<file path="src/hw/rtl/dqe_pkg.sv">
package dqe_pkg;

   // Fixed widths of the transaction fields
   localparam int OPC_W = 3;
   localparam int VAL_W = 32;
   localparam int POS_W = 10;
   localparam int CNT_W = 11;
   localparam int STS_W = 2;

   // Defaults for the top-level parameters
   localparam int DEPTH_DEFAULT      = 1024;
   localparam int DATA_WIDTH_DEFAULT = 32;

   typedef logic [OPC_W-1:0] opcode_type;
   typedef logic [STS_W-1:0] status_type;

   // Opcodes
   localparam opcode_type OP_PUSH_BACK  = 3'd0;
   localparam opcode_type OP_PUSH_FRONT = 3'd1;
   localparam opcode_type OP_POP_BACK   = 3'd2;
   localparam opcode_type OP_POP_FRONT  = 3'd3;
   localparam opcode_type OP_READ_INDEX = 3'd4;
   localparam opcode_type OP_CLEAR      = 3'd5;
   localparam opcode_type OP_RESIZE     = 3'd6;

   // Status codes
   localparam status_type ST_OK        = 2'd0;
   localparam status_type ST_UNDERFLOW = 2'd1;
   localparam status_type ST_OVERFLOW  = 2'd2;
   localparam status_type ST_RANGE     = 2'd3;

endpackage

</file>
<file path="src/hw/rtl/dqe_req_if.sv">
interface dqe_req_if;
   logic                                valid;
   logic                                ready;
   logic [dqe_pkg::OPC_W-1:0]           opcode;
   logic signed [dqe_pkg::VAL_W-1:0]    value;
   logic [dqe_pkg::POS_W-1:0]           position;
   logic [dqe_pkg::CNT_W-1:0]           new_count;

   modport source (output valid, opcode, value, position, new_count, input ready);
   modport sink   (input valid, opcode, value, position, new_count, output ready);
endinterface

</file>
<file path="src/hw/rtl/dqe_rsp_if.sv">
interface dqe_rsp_if;
   logic                                valid;
   logic                                ready;
   logic [dqe_pkg::STS_W-1:0]           status;
   logic signed [dqe_pkg::VAL_W-1:0]    front_value;
   logic signed [dqe_pkg::VAL_W-1:0]    back_value;
   logic signed [dqe_pkg::VAL_W-1:0]    read_value;
   logic [dqe_pkg::CNT_W-1:0]           count;
   logic                                is_empty;

   modport source (output valid, status, front_value, back_value, read_value, count,
                   is_empty, input ready);
   modport sink   (input valid, status, front_value, back_value, read_value, count,
                   is_empty, output ready);
endinterface

</file>
<file path="src/hw/rtl/dqe_ctrl.sv">
module dqe_ctrl #(
   parameter int DEPTH      = dqe_pkg::DEPTH_DEFAULT,
   parameter int DATA_WIDTH = dqe_pkg::DATA_WIDTH_DEFAULT,
   parameter int PW         = $clog2(DEPTH)
) (
   input  logic                  clock,
   input  logic                  reset,
   dqe_req_if.sink               req,
   dqe_rsp_if.source             rsp,
   output logic                  wr_en,
   output logic [PW-1:0]         wr_addr,
   output logic [DATA_WIDTH-1:0] wr_data,
   output logic                  rd_en,
   output logic [PW-1:0]         rd_addr,
   input  logic [DATA_WIDTH-1:0] rd_data
);
   import dqe_pkg::*;

   localparam int CW = $clog2(DEPTH + 1);
   localparam int SW = PW + 1;
   localparam logic [PW-1:0] LAST_PTR = PW'(DEPTH - 1);
   localparam logic [SW-1:0] DEPTH_S  = SW'(DEPTH);
   localparam logic [CW-1:0] DEPTH_C  = CW'(DEPTH);

   // Sequencer states
   localparam logic [2:0] S_IDLE   = 3'd0;
   localparam logic [2:0] S_EXEC   = 3'd1;
   localparam logic [2:0] S_RDWAIT = 3'd2;
   localparam logic [2:0] S_FILL   = 3'd3;
   localparam logic [2:0] S_DONE   = 3'd4;

   function automatic logic [PW-1:0] ptr_inc(input logic [PW-1:0] p);
      return (p == LAST_PTR) ? '0 : p + PW'(1);
   endfunction

   function automatic logic [PW-1:0] ptr_dec(input logic [PW-1:0] p);
      return (p == '0) ? LAST_PTR : p - PW'(1);
   endfunction

   // Circular add of an offset known to be below DEPTH
   function automatic logic [PW-1:0] ptr_add(input logic [PW-1:0] p, input logic [PW-1:0] o);
      logic [SW-1:0] s;
      s = SW'(p) + SW'(o);
      if (s >= DEPTH_S) begin
         s = s - DEPTH_S;
      end
      return s[PW-1:0];
   endfunction

   logic [2:0]            state_ff, state_in;
   opcode_type            op_ff, op_in;
   logic [DATA_WIDTH-1:0] val_ff, val_in;
   logic [POS_W-1:0]      pos_ff, pos_in;
   logic [CW-1:0]         tgt_ff, tgt_in;
   logic                  sat_ff, sat_in;
   logic [PW-1:0]         head_ff, head_in;
   logic [PW-1:0]         tail_ff, tail_in;
   logic [CW-1:0]         count_ff, count_in;
   logic [DATA_WIDTH-1:0] front_ff, front_in;
   logic [DATA_WIDTH-1:0] back_ff, back_in;
   logic [DATA_WIDTH-1:0] rdv_ff, rdv_in;
   status_type            status_ff, status_in;

   logic                  rsp_valid_ff, rsp_valid_in;
   status_type            rsp_status_ff, rsp_status_in;
   logic [VAL_W-1:0]      rsp_front_ff, rsp_front_in;
   logic [VAL_W-1:0]      rsp_back_ff, rsp_back_in;
   logic [VAL_W-1:0]      rsp_read_ff, rsp_read_in;
   logic [CNT_W-1:0]      rsp_count_ff, rsp_count_in;
   logic                  rsp_empty_ff, rsp_empty_in;

   logic                  out_free;
   logic                  accept;
   logic                  is_empty;
   logic [CW-1:0]         count_inc;
   logic [CW-1:0]         count_dec;

   assign out_free  = !rsp_valid_ff || rsp.ready;
   assign req.ready = (state_ff == S_IDLE) || ((state_ff == S_DONE) && out_free);
   assign accept    = req.valid && req.ready;
   assign is_empty  = (count_ff == '0);
   assign count_inc = count_ff + CW'(1);
   assign count_dec = count_ff - CW'(1);

   // Sequencer and deque bookkeeping
   always_comb begin
      state_in      = state_ff;
      op_in         = op_ff;
      val_in        = val_ff;
      pos_in        = pos_ff;
      tgt_in        = tgt_ff;
      sat_in        = sat_ff;
      head_in       = head_ff;
      tail_in       = tail_ff;
      count_in      = count_ff;
      front_in      = front_ff;
      back_in       = back_ff;
      rdv_in        = rdv_ff;
      status_in     = status_ff;
      rsp_valid_in  = rsp_valid_ff && !rsp.ready;
      rsp_status_in = rsp_status_ff;
      rsp_front_in  = rsp_front_ff;
      rsp_back_in   = rsp_back_ff;
      rsp_read_in   = rsp_read_ff;
      rsp_count_in  = rsp_count_ff;
      rsp_empty_in  = rsp_empty_ff;
      wr_en         = 1'b0;
      wr_addr       = tail_ff;
      wr_data       = val_ff;
      rd_en         = 1'b0;
      rd_addr       = head_ff;

      case (state_ff)
         S_IDLE: begin
         end
         S_EXEC: begin
            status_in = ST_OK;
            rdv_in    = '0;
            state_in  = S_DONE;
            case (op_ff)
               OP_PUSH_BACK: begin
                  if (count_ff == DEPTH_C) begin
                     status_in = ST_OVERFLOW;
                  end else begin
                     if (is_empty) begin
                        head_in  = '0;
                        tail_in  = '0;
                        wr_addr  = '0;
                        front_in = val_ff;
                     end else begin
                        tail_in = ptr_inc(tail_ff);
                        wr_addr = ptr_inc(tail_ff);
                     end
                     wr_en    = 1'b1;
                     back_in  = val_ff;
                     count_in = count_inc;
                  end
               end
               OP_PUSH_FRONT: begin
                  if (count_ff == DEPTH_C) begin
                     status_in = ST_OVERFLOW;
                  end else begin
                     if (is_empty) begin
                        head_in = '0;
                        tail_in = '0;
                        wr_addr = '0;
                        back_in = val_ff;
                     end else begin
                        head_in = ptr_dec(head_ff);
                        wr_addr = ptr_dec(head_ff);
                     end
                     wr_en    = 1'b1;
                     front_in = val_ff;
                     count_in = count_inc;
                  end
               end
               OP_POP_BACK: begin
                  if (is_empty) begin
                     status_in = ST_UNDERFLOW;
                  end else if (count_ff == CW'(1)) begin
                     head_in  = '0;
                     tail_in  = '0;
                     count_in = '0;
                  end else begin
                     tail_in  = ptr_dec(tail_ff);
                     count_in = count_dec;
                     rd_en    = 1'b1;
                     rd_addr  = ptr_dec(tail_ff);
                     state_in = S_RDWAIT;
                  end
               end
               OP_POP_FRONT: begin
                  if (is_empty) begin
                     status_in = ST_UNDERFLOW;
                  end else if (count_ff == CW'(1)) begin
                     head_in  = '0;
                     tail_in  = '0;
                     count_in = '0;
                  end else begin
                     head_in  = ptr_inc(head_ff);
                     count_in = count_dec;
                     rd_en    = 1'b1;
                     rd_addr  = ptr_inc(head_ff);
                     state_in = S_RDWAIT;
                  end
               end
               OP_READ_INDEX: begin
                  if (32'(pos_ff) >= 32'(count_ff)) begin
                     status_in = ST_RANGE;
                  end else begin
                     rd_en    = 1'b1;
                     rd_addr  = ptr_add(head_ff, PW'(pos_ff));
                     state_in = S_RDWAIT;
                  end
               end
               OP_CLEAR: begin
                  head_in  = '0;
                  tail_in  = '0;
                  count_in = '0;
               end
               OP_RESIZE: begin
                  status_in = sat_ff ? ST_OVERFLOW : ST_OK;
                  if (tgt_ff > count_ff) begin
                     state_in = S_FILL;
                  end else if (tgt_ff < count_ff) begin
                     if (tgt_ff == '0) begin
                        head_in  = '0;
                        tail_in  = '0;
                        count_in = '0;
                     end else begin
                        // Drop from the back: new tail sits target-1 past head
                        tail_in  = ptr_add(head_ff, PW'(tgt_ff - CW'(1)));
                        count_in = tgt_ff;
                        rd_en    = 1'b1;
                        rd_addr  = ptr_add(head_ff, PW'(tgt_ff - CW'(1)));
                        state_in = S_RDWAIT;
                     end
                  end
               end
               default: begin
               end
            endcase
         end
         S_RDWAIT: begin
            // Refresh the cached end value or capture the indexed word
            case (op_ff)
               OP_POP_BACK, OP_RESIZE: back_in = rd_data;
               OP_POP_FRONT:           front_in = rd_data;
               OP_READ_INDEX:          rdv_in = rd_data;
               default: begin
               end
            endcase
            state_in = S_DONE;
         end
         S_FILL: begin
            // One pad write per cycle at the back
            if (is_empty) begin
               head_in  = '0;
               tail_in  = '0;
               wr_addr  = '0;
               front_in = val_ff;
            end else begin
               tail_in = ptr_inc(tail_ff);
               wr_addr = ptr_inc(tail_ff);
            end
            wr_en    = 1'b1;
            back_in  = val_ff;
            count_in = count_inc;
            if (count_inc == tgt_ff) begin
               state_in = S_DONE;
            end
         end
         S_DONE: begin
            if (out_free) begin
               rsp_valid_in  = 1'b1;
               rsp_status_in = status_ff;
               rsp_front_in  = is_empty ? '0 : VAL_W'(front_ff);
               rsp_back_in   = is_empty ? '0 : VAL_W'(back_ff);
               rsp_read_in   = VAL_W'(rdv_ff);
               rsp_count_in  = CNT_W'(count_ff);
               rsp_empty_in  = is_empty;
               state_in      = S_IDLE;
            end
         end
         default: begin
            state_in = S_IDLE;
         end
      endcase

      // New transaction: capture operands, saturate the resize target
      if (accept) begin
         op_in    = req.opcode;
         val_in   = DATA_WIDTH'($unsigned(req.value));
         pos_in   = req.position;
         sat_in   = 32'(req.new_count) > 32'(DEPTH);
         tgt_in   = sat_in ? DEPTH_C : CW'(req.new_count);
         state_in = S_EXEC;
      end
   end

   // Control state
   always_ff @(posedge clock) begin
      if (reset) begin
         state_ff     <= S_IDLE;
         head_ff      <= '0;
         tail_ff      <= '0;
         count_ff     <= '0;
         rsp_valid_ff <= 1'b0;
      end else begin
         state_ff     <= state_in;
         head_ff      <= head_in;
         tail_ff      <= tail_in;
         count_ff     <= count_in;
         rsp_valid_ff <= rsp_valid_in;
      end
   end

   // Operand, cache and result payload
   always_ff @(posedge clock) begin
      op_ff         <= op_in;
      val_ff        <= val_in;
      pos_ff        <= pos_in;
      tgt_ff        <= tgt_in;
      sat_ff        <= sat_in;
      front_ff      <= front_in;
      back_ff       <= back_in;
      rdv_ff        <= rdv_in;
      status_ff     <= status_in;
      rsp_status_ff <= rsp_status_in;
      rsp_front_ff  <= rsp_front_in;
      rsp_back_ff   <= rsp_back_in;
      rsp_read_ff   <= rsp_read_in;
      rsp_count_ff  <= rsp_count_in;
      rsp_empty_ff  <= rsp_empty_in;
   end

   assign rsp.valid       = rsp_valid_ff;
   assign rsp.status      = rsp_status_ff;
   assign rsp.front_value = rsp_front_ff;
   assign rsp.back_value  = rsp_back_ff;
   assign rsp.read_value  = rsp_read_ff;
   assign rsp.count       = rsp_count_ff;
   assign rsp.is_empty    = rsp_empty_ff;

   // An empty deque always has both pointers parked at zero
   a_empty_ptrs: assert property (@(posedge clock) disable iff (reset)
      (count_ff == '0) |-> (head_ff == '0 && tail_ff == '0))
      else $error("empty deque with nonzero pointers");

   // Fill count never passes the store depth
   a_count_max: assert property (@(posedge clock) disable iff (reset)
      state_ff == S_FILL |-> count_ff < DEPTH_C)
      else $error("pad write into a full store");

   // Store writes only come from push execution or resize padding
   a_write_src: assert property (@(posedge clock) disable iff (reset)
      wr_en |-> (state_ff == S_EXEC || state_ff == S_FILL))
      else $error("store write outside execute or fill");

   // The read wait state always follows an issued read
   a_rd_wait: assert property (@(posedge clock) disable iff (reset)
      rd_en |=> state_ff == S_RDWAIT)
      else $error("read issued without a wait cycle");

   // An accepted transaction goes straight to execution
   a_accept_exec: assert property (@(posedge clock) disable iff (reset)
      accept |=> state_ff == S_EXEC)
      else $error("accepted transaction not executed");
endmodule
</file>
<file path="src/flat_wrapper.sv">
// flat-port wrapper written by rule: the top's interface ports become plain ports
module dqe_ctrl_flat import dqe_pkg::*;
#(
   parameter int DEPTH      = dqe_pkg::DEPTH_DEFAULT,
   parameter int DATA_WIDTH = dqe_pkg::DATA_WIDTH_DEFAULT,
   parameter int PW         = $clog2(DEPTH)
)
  (clock, reset, wr_en, wr_addr, wr_data, rd_en, rd_addr, rd_data, req_valid, req_opcode, req_value, req_position, req_new_count, req_ready, rsp_valid, rsp_status, rsp_front_value, rsp_back_value, rsp_read_value, rsp_count, rsp_is_empty, rsp_ready);
  dqe_req_if req_i ();
  dqe_rsp_if rsp_i ();
  input  logic clock;
  input  logic reset;
  output logic wr_en;
  output logic [PW-1:0] wr_addr;
  output logic [DATA_WIDTH-1:0] wr_data;
  output logic rd_en;
  output logic [PW-1:0] rd_addr;
  input  logic [DATA_WIDTH-1:0] rd_data;
  input wire logic [$bits(req_i.valid)-1:0] req_valid;
  input wire logic [$bits(req_i.opcode)-1:0] req_opcode;
  input wire logic [$bits(req_i.value)-1:0] req_value;
  input wire logic [$bits(req_i.position)-1:0] req_position;
  input wire logic [$bits(req_i.new_count)-1:0] req_new_count;
  output wire logic [$bits(req_i.ready)-1:0] req_ready;
  output wire logic [$bits(rsp_i.valid)-1:0] rsp_valid;
  output wire logic [$bits(rsp_i.status)-1:0] rsp_status;
  output wire logic [$bits(rsp_i.front_value)-1:0] rsp_front_value;
  output wire logic [$bits(rsp_i.back_value)-1:0] rsp_back_value;
  output wire logic [$bits(rsp_i.read_value)-1:0] rsp_read_value;
  output wire logic [$bits(rsp_i.count)-1:0] rsp_count;
  output wire logic [$bits(rsp_i.is_empty)-1:0] rsp_is_empty;
  input wire logic [$bits(rsp_i.ready)-1:0] rsp_ready;
  assign req_i.valid = req_valid;
  assign req_i.opcode = req_opcode;
  assign req_i.value = req_value;
  assign req_i.position = req_position;
  assign req_i.new_count = req_new_count;
  assign req_ready = req_i.ready;
  assign rsp_valid = rsp_i.valid;
  assign rsp_status = rsp_i.status;
  assign rsp_front_value = rsp_i.front_value;
  assign rsp_back_value = rsp_i.back_value;
  assign rsp_read_value = rsp_i.read_value;
  assign rsp_count = rsp_i.count;
  assign rsp_is_empty = rsp_i.is_empty;
  assign rsp_i.ready = rsp_ready;
  dqe_ctrl #(.DEPTH(DEPTH), .DATA_WIDTH(DATA_WIDTH), .PW(PW)) u_core (.clock(clock), .reset(reset), .req(req_i), .rsp(rsp_i), .wr_en(wr_en), .wr_addr(wr_addr), .wr_data(wr_data), .rd_en(rd_en), .rd_addr(rd_addr), .rd_data(rd_data));
endmodule
</file>
<file path="config.mk">
export PLATFORM = sky130hd
export DESIGN_NAME = dqe_ctrl_flat
export DESIGN_NICKNAME = d
export VERILOG_FILES = /design/src/hw/rtl/dqe_pkg.sv /design/src/hw/rtl/dqe_req_if.sv /design/src/hw/rtl/dqe_rsp_if.sv /design/src/hw/rtl/dqe_ctrl.sv /design/src/flat_wrapper.sv
export SDC_FILE = /design/constraint.sdc
export NUM_CORES = 1
export LEC_CHECK = 0
export BUFFER_PORTS_ARGS = -buffer_cell sky130_fd_sc_hd__buf_4
export CAP_MARGIN = 20
export CORE_ASPECT_RATIO = 0.8
export CORE_UTILIZATION = 38
export CTS_BUF_LIST = sky130_fd_sc_hd__clkbuf_4 sky130_fd_sc_hd__clkbuf_8 sky130_fd_sc_hd__clkbuf_16
export CTS_CLUSTER_DIAMETER = 40
export CTS_CLUSTER_SIZE = 20
export DETAILED_ROUTE_END_ITERATION = 10
export PLACE_DENSITY = 0.69
export SLEW_MARGIN = 20
export SYNTH_ARGS = -nofsm -noshare
export SYNTH_HDL_FRONTEND = slang
export SYNTH_SLANG_ARGS = --single-unit
</file>
<file path="constraint.sdc">
create_clock -name clock -period 6.9 [get_ports clock]
set_clock_uncertainty 0.1 [all_clocks]
set_input_delay 1.38 -clock clock [delete_from_list [all_inputs] [get_ports clock]]
set_output_delay 1.38 -clock clock [all_outputs]
set_load 0.1 [all_outputs]
</file>
Word level (Yosys, flattened, before mapping)
Cells that the tools add are included.
{"block": "op_classes", "add_sub_neg": 11, "magnitude_cmp": 6, "n_eq_ne": 38, "mux": 93, "bitwise": 1, "reduce_logical": 29}
{"cell": "$mux 10", "n": 36}
{"cell": "$mux 32", "n": 8}
{"cell": "$pmux 32 s2", "n": 3}
{"cell": "$pmux 32 s3", "n": 2}
{"cell": "$pmux 10 s6", "n": 2}
{"cell": "$pmux 10 s2", "n": 4}
{"cell": "$mux 11", "n": 6}
{"cell": "$sub 10x1->10 const B", "n": 5}
{"cell": "$pmux 11 s4", "n": 1}
{"cell": "$pmux 10 s4", "n": 1}
{"cell": "$mux 3", "n": 8}
{"cell": "$ne 3x3->1 const B", "n": 8}
{"cell": "$add 10x10->11", "n": 2}
{"cell": "$ge 11x11->1 const B", "n": 2}
{"cell": "$logic_not 11->1", "n": 2}
{"cell": "$pmux 11 s2", "n": 1}
{"cell": "$add 10x1->10 const B", "n": 2}
{"cell": "$eq 10x10->1 const B", "n": 2}
{"cell": "$logic_not 10->1", "n": 2}
{"cell": "$ne 3x2->1 const B", "n": 5}
{"cell": "$pmux 3 s5", "n": 1}
{"cell": "$mux 1", "n": 13}
{"cell": "$eq 3x2->1 const B", "n": 4}
{"cell": "$eq 3x3->1 const B", "n": 4}
{"cell": "34 further kinds", "n": 54}
{"block": "totals", "register_bits": 300, "input_bits": 92, "out_inout_bits": 166}

Longest topological paths before layout
Gate-level depths: netlist (run 1).
{"block": "logic_depth", "ltp_word": 9, "depth_mapped": 13}

Least setup slack after synthesis (run 1)
OpenSTA, ideal clock, no wires.
{"block": "synth_path", "path_type": "input port to flip-flop", "start": "input rsp_ready", "end": "register u_core.rsp_back_ff[0], in the netlist u_core.rsp.back_value[0] (enable)", "setup_ns": 0.580, "t_arrival_ns": 6.009, "t_required_ns": 6.220, "path_slack_ns": 0.211, "stages": 2, "n_path_buf": 0, "cell_sequence": "nor2b_1 -> nor2_1"}
{"block": "synth_between", "elab_chain_len": 2}
{"element": "from (decl)", "line": "flat_wrapper.sv:32", "rtl": "input wire logic [$bits(rsp_i.ready)-1:0] rsp_ready;"}
{"element": "$logic_or 1x1->1", "line": "dqe_ctrl.sv:78", "rtl": "assign out_free = !rsp_valid_ff || rsp.ready;"}
{"element": "$reduce_and 2->1 (no source line)"}
{"element": "to (signal assigned)", "line": "dqe_ctrl.sv:311", "rtl": "rsp_back_ff <= rsp_back_in;"}
{"element": "to (decl)", "line": "dqe_ctrl.sv:67", "rtl": "logic [VAL_W-1:0] rsp_back_ff, rsp_back_in;"}
No other way between the ends.
A chain may end at the register's enable or synchronous reset.

Final worst setup path (run 1)
{"block": "layout_path", "start": "register u_core.count_ff[0]", "end": "output wr_addr[9]"}
{"block": "layout_between", "elab_chain_len": 5}
{"element": "from (decl)", "line": "dqe_ctrl.sv:58", "rtl": "logic [CW-1:0] count_ff, count_in;"}
{"element": "from (signal assigned)", "line": "dqe_ctrl.sv:293", "rtl": "count_ff <= count_in;"}
{"element": "$logic_not 11->1", "line": "dqe_ctrl.sv:81", "rtl": "assign is_empty = (count_ff == '0);"}
{"element": "$mux 10, on equally long branches", "line": "dqe_ctrl.sv:143, dqe_ctrl.sv:125, dqe_ctrl.sv:237"}
{"element": "$mux 10, on equally long branches"}
{"element": "$pmux 10 s2", "line": "dqe_ctrl.sv:120", "rtl": "case (op_ff)"}
{"element": "$pmux 10 s2 (*)", "line": "dqe_ctrl.sv:113", "rtl": "case (state_ff)"}
{"element": "to (decl)", "line": "flat_wrapper.sv:14", "rtl": "output logic [PW-1:0] wr_addr;"}
Mark *: on every way between the ends. The rest lies on a longest branch, timed or not.

==> results.md, run 1 <==
- Synthesis-to-finish area growth: 25.6%
- Yosys top cell by area: edfxtp_1
- Drt pass-1 iters: 5
- Crit path DAT: 4370 ps
- Ys Warns: 0
- Number of port buffers: about 260
- Initial Util: 38.7%
- Max-cap violation count: 0
- Hold Vio Cnt, Final: 0
- Post-synth top area share: between 50% and 60%
- Top post-synthesis cells by count: edfxtp_1 (265), and2_1 (99), nor2_1 (78), clkbuf_1 (75), o21ai_0 (64)
- Synth unique cells: 88
- Via density: 5.90
- I/O pin total: about 260
- Gpl congestion: 0.964
- Final Max Slew Viols: 0
- Postcts setup bufs: 0
- Complex-gate fraction of the synthesized area: a little under a fifth
- Nets: 1751
- Post-synthesis mux area share: 0.190%
- Crit Path Max Fanout: 26
- PnR worst setup slack: approximately 1000 ps
- Share of cells above drive strength 1: about 24%
- CTS clk-pin slew, worst paths: roughly 70 ps
- Total Wirelength: 50.7 mm
- Post-Synth XOR/XNOR Area: approximately 3.5%
- Vias in the first global route: 11960
- Clock Sinks: 300
- RSZ-0062 raised after global routing: false
- Final setup viols: 0
- Ys async rst share: 0%
- DR iter-0 viols: 1428
- Bufs on Longest Clock Path: 3
- Routed Antenna Nets: 0
- Row cnt: 66
- Total power: between 5 and 6 mW
- Die ar.: about 0.042 mm^2
- Post-Synth Adder-Cell Area: between 4 and 5%
- WL/cell: 23.1 um
- Worst slack, placed: 1760 ps
- Min-delay worst type: flop to flop
- TNS Setup: 0 ps
- Die span in x: 230 um
- Setup CP Type: flop to output pin
- Sequential fraction of the synthesis area: between 50 and 60%
- Dpl cell area: 0.0182 mm^2
- Leak: between 7 and 8 nW
- Most common cell in the synthesized netlist: edfxtp_1
- Synthesis-stage register bit count: 300
- Detailed-route via count: 12935
- Cells after synthesis: 1380
- Critical Path RT: between 5000 and 6000 ps
- Final Cycle Share: 84.8%
- Core footprint: 0.0408 mm^2
- Pwr dens: between 200 and 300 mW/mm^2
- Post-synthesis simple-gate area fraction: 14.5%
- Syn_nets: 1522
- Synth area leaders: edfxtp_1 (50%), dfxtp_1 (4.4%), and2_1 (3.9%)
- Final instance area: 0.0198 mm^2
- Main combinational cell family by area after synthesis: compound AO/OA/AOI/OAI gates
- CTS tree: built
- FF+latch area: 0.00866 mm^2
- GRT overflow: 0
- Least-Margin Pin Slew: around 1200 ps
- DR DRC count: 0
- Num CTS Buffers: 45
- # fillers: between 3000 and 4000
- Ys flop type: edfxtp_1
- Post-synth EDFFs: roughly 270
- CTS resizes: 0
- Total track usage: between 20 and 25%
- H-tree levels: 2
- Worst skew pair latency: between 500 and 600 ps
- Largest net degree at the start of global routing: 67
- Post-Syn Area per Cell: around 11 um^2
- # hold bufs at CTS: 0
- Crit path launch type: flop
- Cell Area, Synth: 0.0158 mm^2
- First-pass GRT wire length: 74.2 mm
- Die Ht: 184 um
- FMAX: 0.171 GHz
- Area of the multi-input gates: around 0.0066 mm^2
- Max VDD drop: 0.000222 V
- CTS Root Cell: clkbuf_16
- Initial antenna violation count: 1
- HPWL Detailed: 35.3 mm
- Critical Path End Type: output pin
- Outcome: finished, final reports clean
- Final Critical Period: 5850 ps
- Slew margin rel.: 22.0%
[worst paths after layout]
| path | from | depth (start not counted) | end | slack [ps] |
|---|---|---|---|---|
| max reg2reg | u_core.count_ff[0] | 7 | u_core.front_ff[26] | 2500 |
| min reg2reg | u_core.rdv_ff[9] | 0 | u_core.rsp.read_value[9] | 310 |
| min | u_core.rdv_ff[9] | 0 | u_core.rsp.read_value[9] | 310 |
| max | u_core.count_ff[0] | 9 | wr_addr[9] | 1050 |
[cells by family (layout without fill, tap and decap cells)]
kind of cell	after synthesis	after routing
fa+ha+maj	50	50
simple gates	421	421
buf+inv	138	404
compound gates	407	407
mux	3	3
xor+xnor	61	61
other cells	0	1
flops	300	300
[sequential cells by signal, indices dropped and copies added, names as in the netlist]
signal,flops
u_core.op_ff,3
u_core.rsp.count,11
u_core.wr_data,32
u_core.rsp.read_value,32
u_core.tail_ff,10
u_core.head_ff,10
u_core.front_ff,32
u_core.sat_ff,1
u_core.pos_ff,10
u_core.count_ff,11
u_core.rdv_ff,32
u_core.back_ff,32
u_core.rsp.back_value,32
u_core.rsp.status,2
u_core.tgt_ff,11
u_core.rsp.front_value,32
u_core.rsp.is_empty,1
u_core.state_ff,3
u_core.rsp.valid,1
u_core.status_ff,2
[layer usage]
layer	part of all wire (%)	vias to the layer above	wire length, um	track usage [%]
li1	-	5814	-	-
met1	44	6369	22400	32.4
met2	45	656	22700	35.3
met3	8.3	96	4220	4.55
met4	2.7	0	1380	6.94
met5	0	-	0	0
[critical path: stages (launching register included)]
cell and delay, ps:
dfxtp_1 440, inv_1 140, ha_1 210, nor3b_1 820, nand3_2 680, nand3_1 710
o21ai_0 180, a21oi_1 160, o21ai_0 170, buf_4 290
[final cells by class]
type                    instances  share of cell area, %
repair buffers                274                   10.5
well taps                     544                   3.43
clock inverters                37                   2.47
inverters                      46                  0.871
flip-flops and latches        300                   43.7
clock buffers                  47                   5.76
diodes                          1                 0.0126
multi-input cells             942                   33.3
[power breakdown]
part           switching (mW)  internal [mW]
sequential             0.0609           2.06
clock                   0.943           1.48
combinational           0.644          0.285
[cell usage in the layout (no fill, tap or decap), types with 44 or more instances in the layout]
cell type,n
a21oi_1,55
and2_1,98
buf_4,273
clkbuf_16,45
edfxtp_1,265
ha_1,48
inv_1,45
nand2_1,56
nor2_1,76
o21ai_0,63
xnor2_1,44
[per-stage QoR]
| step | hold WS, ps | util [%] | cells |
|---|---|---|---|
| after global routing | 305 | 48.6 | 2191 |
| final | 314 | 48.6 | 2191 |
| after global placement | 301 | 44.5 | 2105 |
| after CTS | 306 | 48.6 | 2190 |
| after floorplan | 300 | - | 1380 |
| after detailed placement | 305 | 44.6 | 2106 |
Note: power is estimated with default switching activity, not from simulation.
==> run 2, diff against run 1 <==
==> constraint.sdc (replaced) <==
create_clock -name clock -period 5 [get_ports clock]
set_clock_uncertainty 0.1 [all_clocks]
set_input_delay 1 -clock clock [delete_from_list [all_inputs] [get_ports clock]]
set_output_delay 1 -clock clock [all_outputs]
set_load 0.1 [all_outputs]
==> run 2 against run 1 <==
Flip-flop and latch count did not move; largest power group unchanged; combinational power increased by 44%; final cell count up 1.8%; clock-buffer cell count grew 1; total power increased by 35%; hold slack worse by 15 ps; clock power grew 29%; largest cell class unchanged; critical endpoint is now rd_addr[8]; design area up 1.6%; critical path type unchanged.
==> results.md, run 2 (synthesis results as in run 1) <==
- Outcome: finished, final reports clean (unchanged)
- CTS clk-pin slew, worst paths: 60 ps (was 70 ps)
- Slowest cell on the critical path: edfxtp_1 (was nor3b_1)
- TNS Setup: 0 ps (unchanged)
- Synthesis-to-finish area growth: 27.7% (was 25.6%)
- Share of cells above drive strength 1: 27.3% (was 24.2%)
- Final Critical Period: around 5000 ps
- Final setup viols: 0 (unchanged)
- WL/cell: 23.0 um (was 23.1 um)
- Worst path cell trace: or3_4, or4_4, nand2_2, ha_1, a21oi_1, o21ai_1, a21o_1, a21oi_2, xnor2_2, a32oi_1, o211ai_1, buf_6 (was inv_1, ha_1, nor3b_1, nand3_2, nand3_1, o21ai_0, a21oi_1, o21ai_0, buf_4)
- CTS tree: built (unchanged)
- CP max stage delay: 460 ps (was 820 ps)
- R2R setup slack: 1290 ps (was 2500 ps)
- Crit path DAT: 3790 ps (was 4370 ps)
- Die ar.: 0.0424 mm^2 (unchanged)
- H-tree levels: 2 (unchanged)
- CP Buf/Inv Count: 1 (was 2)
- Detailed-route via count: 12960 (was 12935)
- Final Max Slew Viols: 0 (unchanged)
- Total power: 7.38 mW (was 5.47 mW)
- GRT overflow: 0 (unchanged)
- Total track usage: 23.5% (was 22.9%)
- Reg2Reg Depth: 14 (was 7)
- Min-delay src: u_core.rdv_ff[10] (was u_core.rdv_ff[9])
- Most frequent cells in the layout: buf_4 (314), edfxtp_1 (265), and2_1 (98) (was buf_4 (273), edfxtp_1 (265), and2_1 (98))
- Least-Margin Pin Slew: 1050 ps (was 1170 ps)
- R2r startpoint: u_core.tgt_ff[0] (was u_core.count_ff[0])
- Clk pwr share: 42.3% (was 44.2%)
- Hold slack: 299 ps (was 314 ps)
- FMAX: a little over 0.2 GHz
- Hold Vio Cnt, Final: 0 (unchanged)
- Pwr dens: 366 mW/mm^2 (was 276 mW/mm^2)
- CP delay by family, top: compound AO/OA/AOI/OAI gates (was simple AND/OR/NAND/NOR gates)
- Gate power share: 18.2% (was 17.0%)
- Core footprint: 0.0408 mm^2 (unchanged)
- Bufs on Longest Clock Path: 3 (unchanged)
- Drt pass-1 iters: 8 (was 5)
- DR DRC count: 0 (unchanged)
- First-pass GRT wire length: 75.6 mm (was 74.2 mm)
- Crit Reg-Reg Endpoint: u_core.tail_ff[9] (was u_core.front_ff[26])
- Number of port buffers: 257 (unchanged)
- Vias in the first global route: 12130 (was 11960)
- Via density: 5.81 (was 5.90)
- Routed Antenna Nets: 0 (unchanged)
- Leading cell type in the layout, fill and taps excluded: buf_4 (unchanged)
- End-of-flow core utilization: 49.4% (was 48.6%)
- Initial antenna violation count: 0 (was 1)
- PnR worst setup slack: 107 ps (was 1050 ps)
- Internal Power: 5.12 mW (was 3.83 mW)
- Leak: 7.69 nW (was 7.50 nW)
- Clock Sinks: 300 (unchanged)
- Max VDD drop: 0.000229 V (was 0.000222 V)
- Switching share of power: 30.7% (was 30.1%)
- # hold bufs at CTS: 0 (unchanged)
- Gpl congestion: 0.947 (was 0.964)
- Die Ht: 184 um (unchanged)
- Largest net degree at the start of global routing: 68 (was 67)
- Critical Path RT: 3900 ps (was 5420 ps)
- Initial Util: 38.7% (unchanged)
- Setup CP Type: flop to output pin (unchanged)
- Num CTS Buffers: 45 (unchanged)
- Worst skew pair latency: 580 ps (was 570 ps)
- Crit path launch type: flop (unchanged)
- Nets: 1794 (was 1751)
- P_sw: 2.27 mW (was 1.65 mW)
- Worst hold stages: 0 (unchanged)
- Worst slack, placed: 329 ps (was 1760 ps)
- HPWL Detailed: 36.0 mm (was 35.3 mm)
- Die span in x: 230 um (unchanged)
- Reg power frac: 39.5% (was 38.8%)
- I/O pin total: 258 (unchanged)
- Hold Path End: u_core.rsp.read_value[10] (was u_core.rsp.read_value[9])
- Crit Path Max Fanout: 4 (was 26)
- Slew margin rel.: 29.1% (was 22.0%)
- Max-cap violation count: 0 (unchanged)
- Total Wirelength: 51.3 mm (was 50.7 mm)
- Critical Path End Type: output pin (unchanged)
- Final Cycle Share: 97.9%
- # fillers: 3679 (was 3670)
- DR iter-0 viols: 1508 (was 1428)
- Antenna Cells: 0 (was 1)
- Min-delay worst type: flop to flop (unchanged)
- Row cnt: 66 (unchanged)
- CTS Root Cell: clkbuf_16 (unchanged)
[run 2: changes by cell type in the layout (fill, tap and decap cells not counted), moves of 3 or more]
cell / previous run / this run
o21ai_1: 3 / 8
o21ai_0: 63 / 58
inv_6: 4 / 7
buf_4: 273 / 314
bufinv_16: 6 / 2
[run 2: power groups by stage]
| stage | Sequential, mW | Combinational (mW) | Clock (mW) |
|---|---|---|---|
| after floorplan | 3.19 | 0.674 | 0 |
| after global placement | 2.97 | 1.29 | 0 |
| after detailed placement | 2.97 | 1.30 | 0 |
| after CTS | 2.92 | 1.31 | 3.18 |
| after global routing | 2.92 | 1.42 | 3.27 |
| final | 2.92 | 1.34 | 3.12 |
[run 2: per-layer routing]
layer | vias up | GRT usage (%) | wire length [um]
li1 | 5915 | - | -
met3 | 100 | 4.97 | 4740
met1 | 6288 | 33.4 | 22400
met2 | 657 | 35.2 | 22700
met5 | - | 0 | 0
met4 | 0 | 8.53 | 1540
[run 2: final cells by class]
| type | count | area, um^2 | area share (%) |
|---|---|---|---|
| flip-flops and latches | 300 | 8660 | 43.0 |
| multi-input cells | 942 | 6710 | 33.3 |
| clock inverters | 34 | 370 | 1.84 |
| clock buffers | 48 | 1150 | 5.73 |
| repair buffers | 317 | 2400 | 11.9 |
| well taps | 544 | 681 | 3.38 |
| inverters | 46 | 173 | 0.857 |
[run 2: worst max-delay path by stage]
stage / from / cells past startpoint / to / slack [ps]
final: u_core.tgt_ff[2] / 12 / rd_addr[8] / 110
after global routing: u_core.tgt_ff[0] / 14 / rd_addr[9] / -70
after CTS: u_core.tgt_ff[0] / 14 / rd_addr[9] / 8
after detailed placement: u_core.tgt_ff[0] / 13 / rd_addr[7] / 330
after global placement: u_core.tgt_ff[0] / 13 / rd_addr[7] / 370
after floorplan: u_core.tgt_ff[2] / 12 / rd_addr[8] / -30
[run 2: stage by stage]
step	cells	area, um^2
after global placement	2135	18400
after CTS	2222	20000
after floorplan	1380	15800
final	2231	20100
after detailed placement	2135	18400
after global routing	2231	20100
[run 2: timing repair]
action	4_1_cts	5_1_grt
resized for setup	7	20
pin swaps	1	7
endpoints found under the setup margin	3	11
buffers inserted	5	9
==> run 3, diff against run 2 <==
--- a/config.mk
+++ b/config.mk
@@ -13,7 +13,7 @@
 export CTS_CLUSTER_DIAMETER = 40
 export CTS_CLUSTER_SIZE = 20
 export DETAILED_ROUTE_END_ITERATION = 10
-export PLACE_DENSITY = 0.69
+export PLACE_DENSITY = 0.66
 export SLEW_MARGIN = 20
 export SYNTH_ARGS = -nofsm -noshare
 export SYNTH_HDL_FRONTEND = slang
==> constraint.sdc (replaced) <==
create_clock -name clock -period 5.5 [get_ports clock]
set_clock_uncertainty 0.1 [all_clocks]
set_input_delay 1.1 -clock clock [delete_from_list [all_inputs] [get_ports clock]]
set_output_delay 1.1 -clock clock [all_outputs]
set_load 0.1 [all_outputs]
==> run 3 against run 2 <==
Critical path type unchanged; largest cell class unchanged; design area fell by 1.6%; clock-buffer cell count rose by 2; combinational power fell by 13%; flip-flop and latch count did not move.
==> results.md, run 3 (synthesis results as in run 1) <==
- Number of port buffers: 257 (unchanged)
- Total Wirelength: 49.9 mm (was 51.3 mm)
- DR iter-0 viols: 1532 (was 1508)
- DR DRC count: 0 (unchanged)
- Placed cells: 2114 (was 2135)
- Worst skew pair latency: 580 ps (about the same)
- Synthesis-to-finish area growth: 25.6% (was 27.7%)
- Crit path launch type: flop (unchanged)
- Initial Util: 38.7% (unchanged)
- FF+latch area: 0.00866 mm^2 (about the same)
- HPWL Detailed: 35.0 mm (was 36.0 mm)
- Total track usage: 22.7% (was 23.5%)
- CTS resizes: 0 (was 7)
- Clock Sinks: 300 (unchanged)
- Setup CP Type: flop to output pin (unchanged)
- Core footprint: 0.0408 mm^2 (unchanged)
- Max VDD drop: 0.000210 V (was 0.000229 V)
- Crit Path Max Fanout: 8 (was 4)
- GRT overflow: 0 (unchanged)
- Non-Filler Instances: 2199 (was 2231)
- Leading cell type in the layout, fill and taps excluded: buf_4 (unchanged)
- Gpl congestion: 0.964 (was 0.947)
- Final Cycle Share: a little over nine tenths
- Worst path cell trace: or3_1, or4_1, nand2_1, ha_1, a21oi_1, o21ai_0, a21o_1, a21oi_1, xnor2_1, a32oi_1, o211ai_1, buf_4 (was or3_4, or4_4, nand2_2, ha_1, a21oi_1, o21ai_1, a21o_1, a21oi_2, xnor2_2, a32oi_1, o211ai_1, buf_6)
- Slowest cell on the critical path: edfxtp_1 (unchanged)
- CTS tree: built (unchanged)
- Critical Path End Type: output pin (unchanged)
- Initial antenna violation count: 1 (was 0)
- Max-cap violation count: 0 (unchanged)
- Drt pass-1 iters: 7 (was 8)
- Critical Path RT: 4300 ps (was 3900 ps)
- Pwr dens: 341 mW/mm^2 (was 366 mW/mm^2)
- CTS clk-pin slew, worst paths: 60 ps (about the same)
- Switching share of power: 29.9% (was 30.7%)
- Final setup viols: 0 (unchanged)
- Min-delay worst type: flop to flop (unchanged)
- Nets: 1759 (was 1794)
- CTS Root Cell: clkbuf_16 (unchanged)
- Die Ht: 184 um (unchanged)
- H-tree levels: 2 (unchanged)
- Leak: 7.52 nW (was 7.69 nW)
- Row cnt: 66 (unchanged)
- Via density: 5.83 (was 5.81)
- Hold Vio Cnt, Final: 0 (unchanged)
- Reg power frac: 39.4% (was 39.5%)
- Routed Antenna Nets: 0 (unchanged)
- # fillers: 3686 (was 3679)
- Most used cell, CP: a21oi_1
- CP max stage delay: 540 ps (was 460 ps)
- Gate power share: 17.2% (was 18.2%)
- I/O pin total: 258 (unchanged)
- WL/cell: 22.7 um (was 23.0 um)
- Die span in x: 230 um (unchanged)
- Least-Margin Pin Slew: 1190 ps (was 1050 ps)
- Vias in the first global route: 11706 (was 12130)
- Share of cells above drive strength 1: 24.5% (was 27.3%)
- Bufs on Longest Clock Path: 3 (unchanged)
- First-pass GRT wire length: 73.1 mm (was 75.6 mm)
- Largest net degree at the start of global routing: 71 (was 68)
- Hold slack: 314 ps (was 299 ps)
- Final Critical Period: between 5000 and 6000 ps
- Area of the multi-input gates: 0.00660 mm^2 (was 0.00671 mm^2)
- Clk pwr share: 43.4% (was 42.3%)
- Outcome: finished, final reports clean (unchanged)
- Final Max Slew Viols: 0 (unchanged)
- RSZ-0062 raised after global routing: false
- Most frequent cells in the layout: buf_4 (280), edfxtp_1 (265), and2_1 (98) (was buf_4 (314), edfxtp_1 (265), and2_1 (98))
- Num CTS Buffers: 45 (unchanged)
- Slew margin rel.: 20.9% (was 29.1%)
- Postcts setup bufs: 0 (was 5)
- Die ar.: 0.0424 mm^2 (unchanged)
- TNS Setup: 0 ps (unchanged)
- FMAX: 0.191 GHz
- Crit path DAT: 4020 ps (was 3790 ps)
- # hold bufs at CTS: 0 (unchanged)
- Internal Power: 4.73 mW (was 5.12 mW)
- P_sw: 2.02 mW (was 2.27 mW)
- Detailed-route via count: 12831 (was 12960)
## run 3: cell count changes in the layout (fill, tap and decap cells not counted), sizes merged
cell	before	now
bufinv	2	4
clkinv	16	14
diode	0	1
buf	317	282
clkinvlp	5	3
clkbuf	48	50
inv	57	59
## run 3: power groups by stage
stage | combinational (mW) | sequential, mW | clock (mW)
floorplan | 0.610 | 2.90 | 0
global placement | 1.13 | 2.70 | 0
detailed placement | 1.15 | 2.71 | 0
CTS | 1.15 | 2.66 | 2.99
global route | 1.23 | 2.67 | 3.08
finish | 1.16 | 2.66 | 2.93
## run 3: worst max-delay path, delay by kind of cell, from the launching register on
| kind | cells | cell delay, ps |
|---|---|---|
| simple gates | 3 | 1070 |
| compound gates | 6 | 1050 |
| fa+ha+maj | 1 | 270 |
| flops | 1 | 540 |
| xor+xnor | 1 | 190 |
| buf+inv | 1 | 320 |
## run 3: path summary, 6_finish.rpt
kind | from | to | slack, ps | depth (start not counted)
min | u_core.rdv_ff[2] | u_core.rsp.read_value[2] | 310 | 0
max | u_core.tgt_ff[2] | rd_addr[8] | 280 | 12
min reg2reg | u_core.rdv_ff[2] | u_core.rsp.read_value[2] | 310 | 0
max reg2reg | u_core.count_ff[4] | u_core.count_ff[10] | 1650 | 9
## run 3: stage by stage
step	instance area [um^2]	utilization (%)	setup WS, ps	power (mW)
6_report	19800	48.6	277	6.76
5_1_grt	19800	48.6	26.7	6.98
4_1_cts	19800	48.6	213	6.81
3_5_place_dp	18200	44.7	825	3.85
3_3_place_gp	18200	44.6	847	3.84
2_1_floorplan	15800	-	88.6	3.51
## run 3: metal layers
| metal | global-route usage (%) | share of wire, % | vias to the layer above |
|---|---|---|---|
| met2 | 33.6 | 44 | 664 |
| li1 | - | - | 5845 |
| met3 | 4.55 | 9.2 | 96 |
| met5 | 0 | 0 | - |
| met4 | 7.39 | 2.6 | 0 |
| met1 | 33.2 | 44 | 6226 |
## run 3: final cells by class
cell class	instances	share of cell area, %
Clock inverter	34	2.01
Antenna cell	1	0.0126
Multi-Input combinational cell	942	33.3
Sequential cell	300	43.7
Clock buffer	50	5.93
Inverter	46	0.871
Timing Repair Buffer	282	10.8
Tap cell	544	3.43
